`src/hdl/zst_pkg.sv`:
```
// Shared types, codes and defaults of the zone table.
// Used by every module and interface of the block; depends on nothing.
package zst_pkg;

  localparam int MapEntriesDef = 4096;
  localparam int MaxZonesDef   = 16;
  localparam int TagBitsDef    = 16;
  localparam int AddrBits      = 12;

  localparam logic [12:0] RESET_ZONE_BLOCKS = 13'd256;
  localparam logic [4:0]  RESET_ZONE_COUNT  = 5'd16;

  localparam logic CFG_ZONE_BLOCKS = 1'b0;
  localparam logic CFG_ZONE_COUNT  = 1'b1;

  localparam logic [1:0] STATUS_OK     = 2'd0;
  localparam logic [1:0] STATUS_NO_TAG = 2'd1;
  localparam logic [1:0] STATUS_RANGE  = 2'd2;

  localparam logic [1:0] KIND_UNUSED = 2'd0;
  localparam logic [1:0] KIND_BUFFER = 2'd1;
  localparam logic [1:0] KIND_ZONE   = 2'd2;

  typedef enum logic [2:0] {
    OP_RESET       = 3'd0,
    OP_OPEN_IMP    = 3'd1,
    OP_OPEN_EXP    = 3'd2,
    OP_CLOSE       = 3'd3,
    OP_FINISH      = 3'd4,
    OP_OFFLINE     = 3'd5,
    OP_APPEND_BUF  = 3'd6,
    OP_APPEND_ZONE = 3'd7
  } opcode_e;

  typedef enum logic [2:0] {
    ZS_EMPTY    = 3'd0,
    ZS_OPEN_IMP = 3'd1,
    ZS_OPEN_EXP = 3'd2,
    ZS_CLOSED   = 3'd3,
    ZS_FULL     = 3'd4,
    ZS_OFFLINE  = 3'd5
  } zone_state_e;

  typedef struct packed {
    logic [2:0]  opcode;
    logic        all_zones;
    logic [11:0] block_addr;
    logic [3:0]  zone_index;
    logic [12:0] block_count;
    logic [15:0] buffer_tag;
  } req_t;

  typedef struct packed {
    logic [1:0]  status;
    logic [2:0]  zone_state;
    logic [12:0] buffer_pointer;
    logic [12:0] zone_pointer;
    logic [1:0]  entry_kind;
    logic [12:0] entry_block;
    logic [15:0] entry_tag;
  } rsp_t;

  // Commands from the controller to the datapath.
  typedef struct packed {
    logic load;
    logic div_step;
    logic sweep_start;
    logic sweep_step;
    logic apply;
    logic read;
    logic emit;
  } ctrl_cmd_t;

  // Status from the datapath to the controller.
  typedef struct packed {
    logic div_done;
    logic sweep_done;
    logic sa_all;
    logic act;
    logic need_sweep;
  } dp_stat_t;

endpackage

```
`src/hdl/zst_ctrl.sv`:
```
// Controller state machine of the zone table.
// Sequences the datapath through commands; uses types of zst_pkg.
module zst_ctrl (
  input  logic                 clk_i,
  input  logic                 rst_ni,
  input  logic                 in_valid_i,
  output logic                 in_ready_o,
  output logic                 out_valid_o,
  input  logic                 out_ready_i,
  input  zst_pkg::dp_stat_t    stat_i,
  output zst_pkg::ctrl_cmd_t   cmd_o
);

  typedef enum logic [2:0] {
    S_INIT, S_IDLE, S_DIV, S_SWEEP, S_APPLY, S_READ, S_RESULT
  } state_e;

  state_e state_q, state_d;
  logic   out_valid_q, out_valid_d;

  always_comb begin
    cmd_o             = '0;
    cmd_o.load        = (state_q == S_IDLE) && in_valid_i;
    cmd_o.div_step    = (state_q == S_DIV);
    cmd_o.sweep_start = (state_q == S_DIV) && stat_i.div_done &&
                        (stat_i.sa_all || (stat_i.act && stat_i.need_sweep));
    cmd_o.sweep_step  = (state_q == S_SWEEP) || (state_q == S_INIT);
    cmd_o.apply       = (state_q == S_APPLY);
    cmd_o.read        = (state_q == S_READ);
    cmd_o.emit        = (state_q == S_RESULT) && (!out_valid_q || out_ready_i);
  end

  always_comb begin
    state_d     = state_q;
    out_valid_d = out_valid_q;
    if (out_ready_i) begin
      out_valid_d = 1'b0;
    end
    if (cmd_o.emit) begin
      out_valid_d = 1'b1;
    end
    case (state_q)
      S_INIT: begin
        if (stat_i.sweep_done) state_d = S_IDLE;
      end
      S_IDLE: begin
        if (in_valid_i) state_d = S_DIV;
      end
      S_DIV: begin
        if (stat_i.div_done) state_d = cmd_o.sweep_start ? S_SWEEP : S_APPLY;
      end
      S_SWEEP: begin
        if (stat_i.sweep_done) state_d = S_APPLY;
      end
      S_APPLY:  state_d = S_READ;
      S_READ:   state_d = S_RESULT;
      S_RESULT: begin
        if (cmd_o.emit) state_d = S_IDLE;
      end
      default:  state_d = S_IDLE;
    endcase
  end

  always_ff @(posedge clk_i or negedge rst_ni) begin
    if (!rst_ni) begin
      state_q     <= S_INIT;
      out_valid_q <= 1'b0;
    end else begin
      state_q     <= state_d;
      out_valid_q <= out_valid_d;
    end
  end

  assign in_ready_o  = (state_q == S_IDLE);
  assign out_valid_o = out_valid_q;

endmodule

```
`config.mk`:
```
export PLATFORM = sky130hd
export DESIGN_NAME = zst_ctrl
export DESIGN_NICKNAME = d
export VERILOG_FILES = /design/src/hdl/zst_pkg.sv /design/src/hdl/zst_ctrl.sv
export SDC_FILE = /design/constraint.sdc
export NUM_CORES = 1
export LEC_CHECK = 0
export BUFFER_PORTS_ARGS = -buffer_cell sky130_fd_sc_hd__buf_2
export CAP_MARGIN = 20
export CORE_AREA = 10 10 47 49
export CTS_CLUSTER_DIAMETER = 200
export DETAILED_ROUTE_END_ITERATION = 8
export DIE_AREA = 0 0 57 59
export PLACE_DENSITY = 0.47
export SLEW_MARGIN = 0
export SYNTH_ARGS = -nofsm -noshare
export SYNTH_HDL_FRONTEND = slang
export SYNTH_SLANG_ARGS = --single-unit
```
`constraint.sdc`:
```
create_clock -name clk_i -period 4.1 [get_ports clk_i]
set_input_delay 0 -clock clk_i [delete_from_list [all_inputs] [get_ports clk_i]]
set_output_delay 0 -clock clk_i [all_outputs]
set_load 0.02 [all_outputs]
```
==> qor.csv <==
stage,metric,value,unit
synth,ys_ff_latch,4,
global_route,grt_max_degree,11,
clocking,ctsResizeCount,0,
critical_path,crit_family,simple AND/OR/NAND/NOR gates,
drt,drt_pass1_iterations,2,
clocking,post_cts_buffers,0,
place,gp_congestion,0.836,
critical_path,ff2ff_setup_slack,2.49,ns
critical_path,critPathMaxFanout,10,
power,power.leakage,0.000237,uW
drt,drc,0,
sta,finalHoldViolCount,0,
critical_path,critPathSlowestCell,or3b_2,
layout,nets,69,
layout,fillers,169,
sta,holdWs,0.0683,ns
sta,grt_setup_unrepaired,no,
synth,yosysWarnings,0,
layout,area_growth,34.4,%
sta,slew_violations,0,
layout,register_area,100,sq um
clocking,cts.sinks,4,
run,maxCapViolCount,0,
synth,yosysUniqueCellTypes,23,
floorplanning,core-area,1400,sq um
global_route,gr-usage-all-layers,0.0576,
critical_path,crit_path_end_kind,output port,
layout,post-route-util,0.311,
layout,multi_input_area,190,sq um
sta,fmax,0.618,GHz
outcome,status,"finished, final reports clean",
clocking,cts_hold_buf,1,
critical_path,crit_path_start_kind,register,
critical_path,cp.arrival,1.62,ns
drt,postRouteAntennaNets,0,
floorplanning,io_pins,18,
floorplanning,floorplan.initialDensity,0.231,
layout,diodes,0,
synth,synth_fp_nets,49,
synth,synthArstFlopShare,1.00,
drt,wl,907,microns
sta,max-slew-margin-rel,0.776,
synth,synth_edf_count,0,
global_route,grt_pass1_wl,1.50,mm
synth,yosysSeqAreaShare,0.309,
floorplanning,fp.dieH,59,microns
synth,synth_area,324,sq um
clocking,cts-htree-levels,1,
place,dp.cells,70,
place,dp_hpwl,735,microns
drt,via_per_inst,4.50,
layout,drive_gt1_frac,0.431,
layout,stdcell_count,74,
layout,final_cell_area,435,sq um
power,vdd_drop_max,0.326,mV
clocking,cts_root_buf,clkbuf_4,
worst_hold_path,hold_class,input port to register,
critical_path,crit_buf_inv,1,
place,port_buffers,17,
critical_path,crit_chain,or3b_2 -> nor2_1 -> buf_2,
clocking,cts.clk_slew.worst_paths,0.04,ns
clocking,numCtsBuffers,3,
synth,yosys_most_used_dff,dfrtp_1,
sta,setup_viol,0,
synth,syn_area_per_cell,8.10,sq um
critical_path,worst_ep_required_time,4.10,ns
clocking,clk_path_buf_depth,2,
sta,final.period_utilization,0.395,
global_route,grt_pass1_vias,351,
power,powerDensity,805,nW/um^2
global_route,grt_overflow,0,
clocking,clk_latency,0.23,ns
sta,worst_pin_slew,0.336,ns
drt,dr.first_iter.drc_count,1,
sta,setup-tns-final,0,ns
synth,synth_cells,40,
sta,period_needed,1.62,ns
global_route,antenna_found_initial,0,
clocking,cts_tree,yes,
drt,wl_per_cell,12.3,microns
critical_path,slowest_delay,0.55,ns
critical_path,critPathKind,register to output port,
floorplanning,fp.dieW,57,microns
sta,fin_skew,0.00292,ns
place,postPlaceCellArea,403,sq um
floorplanning,rows,14,
drt,dr_total_vias,333,
floorplanning,fp.dieArea,3360,sq um
flip-flops by register name (all words and copies together) (netlist names):
signal / flops
out_valid_o: 1
state_q: 3
metal layers:
layer  vias up  track usage  wire length, microns
met2        13       0.0744                   399
li1        174            -                     -
met5         -            0                     0
met1       144       0.0657                   434
met3         2       0.0193                    47
met4         0       0.0705                    26
power breakdown:
group          internal [uW]  leakage (uW)  switching [uW]
sequential              58.4     0.0000498            36.4
clock                   32.7     0.0000138            15.8
combinational           94.3      0.000173             113
total                    185      0.000237             165
cells by family (layout without fill, tap and decap cells):
logic type / after synthesis / after routing / synth area share
AND/OR/NAND/NOR: 22 / 22 / 0.375
multiplexers: 1 / 1 / 0.0463
flip-flops: 4 / 4 / 0.309
AO/OA/AOI/OAI: 8 / 8 / 0.166
buffers and inverters: 5 / 23 / 0.104
worst register-to-register path, cell delays in order, from the launching register on:
cell and delay, ns:
dfrtp_1 0.48, or2_2 0.34, a211oi_1 0.20, a221o_2 0.18, mux2_4 0.29
worst paths after layout:
path | to | cells after the start | start
worst min register to register | out_valid_o$_DFFE_PN0P_ | 2 | out_valid_o$_DFFE_PN0P_
max in group asynchronous | state_q[0]$_DFFE_PN0P_ | 2 | rst_ni
worst min-delay path | out_valid_o$_DFFE_PN0P_ | 3 | out_ready_i
min in group asynchronous | out_valid_o$_DFFE_PN0P_ | 2 | rst_ni
worst max register to register | state_q[0]$_DFFE_PN0P_ | 4 | state_q[0]$_DFFE_PN0P_
worst max-delay path | cmd_o[4] | 3 | state_q[0]$_DFFE_PN0P_
final cells by class:
cell class / instances / share of cell area
clock buffers: 3 / 0.0517
well taps: 16 / 0.0460
inverters: 2 / 0.0172
repair buffers: 18 / 0.218
flip-flops and latches: 4 / 0.230
multi-input cells: 31 / 0.437
stage by stage:
step           power [uW]  worst slack (ns)
6_report              351              2.48
5_1_grt               384              2.38
4_1_cts               359              2.45
3_5_place_dp          305              2.48
3_3_place_gp          305              2.43
2_1_floorplan         264              2.56
synthesized netlist by cell type (2+ instances only):
library cell  instances  area share
nand2_1               4       0.046
buf_4                 2       0.046
dfrtp_1               4        0.31
or2b_1                2       0.046
inv_1                 2       0.023
a21oi_1               3       0.046
nor2_1                6       0.069
nor3_1                2       0.031
placed cells by master (no fill, tap or decap):
cell type / n
nand2b_4: 1
or3b_2: 1
a211oi_1: 1
o21ai_0: 1
dfrtp_1: 4
dlygate4sd3_1: 1
a21oi_1: 3
a221o_2: 1
inv_1: 2
or3_1: 1
a211o_1: 1
nor2_1: 6
or2_2: 1
mux2_4: 1
clkbuf_4: 3
nor2b_1: 1
o22ai_1: 1
nor3_1: 2
buf_2: 17
and2_1: 1
nand3_1: 1
or2b_1: 2
nand2_1: 4
nand2b_1: 1
(Power assumes the default switching activity.)
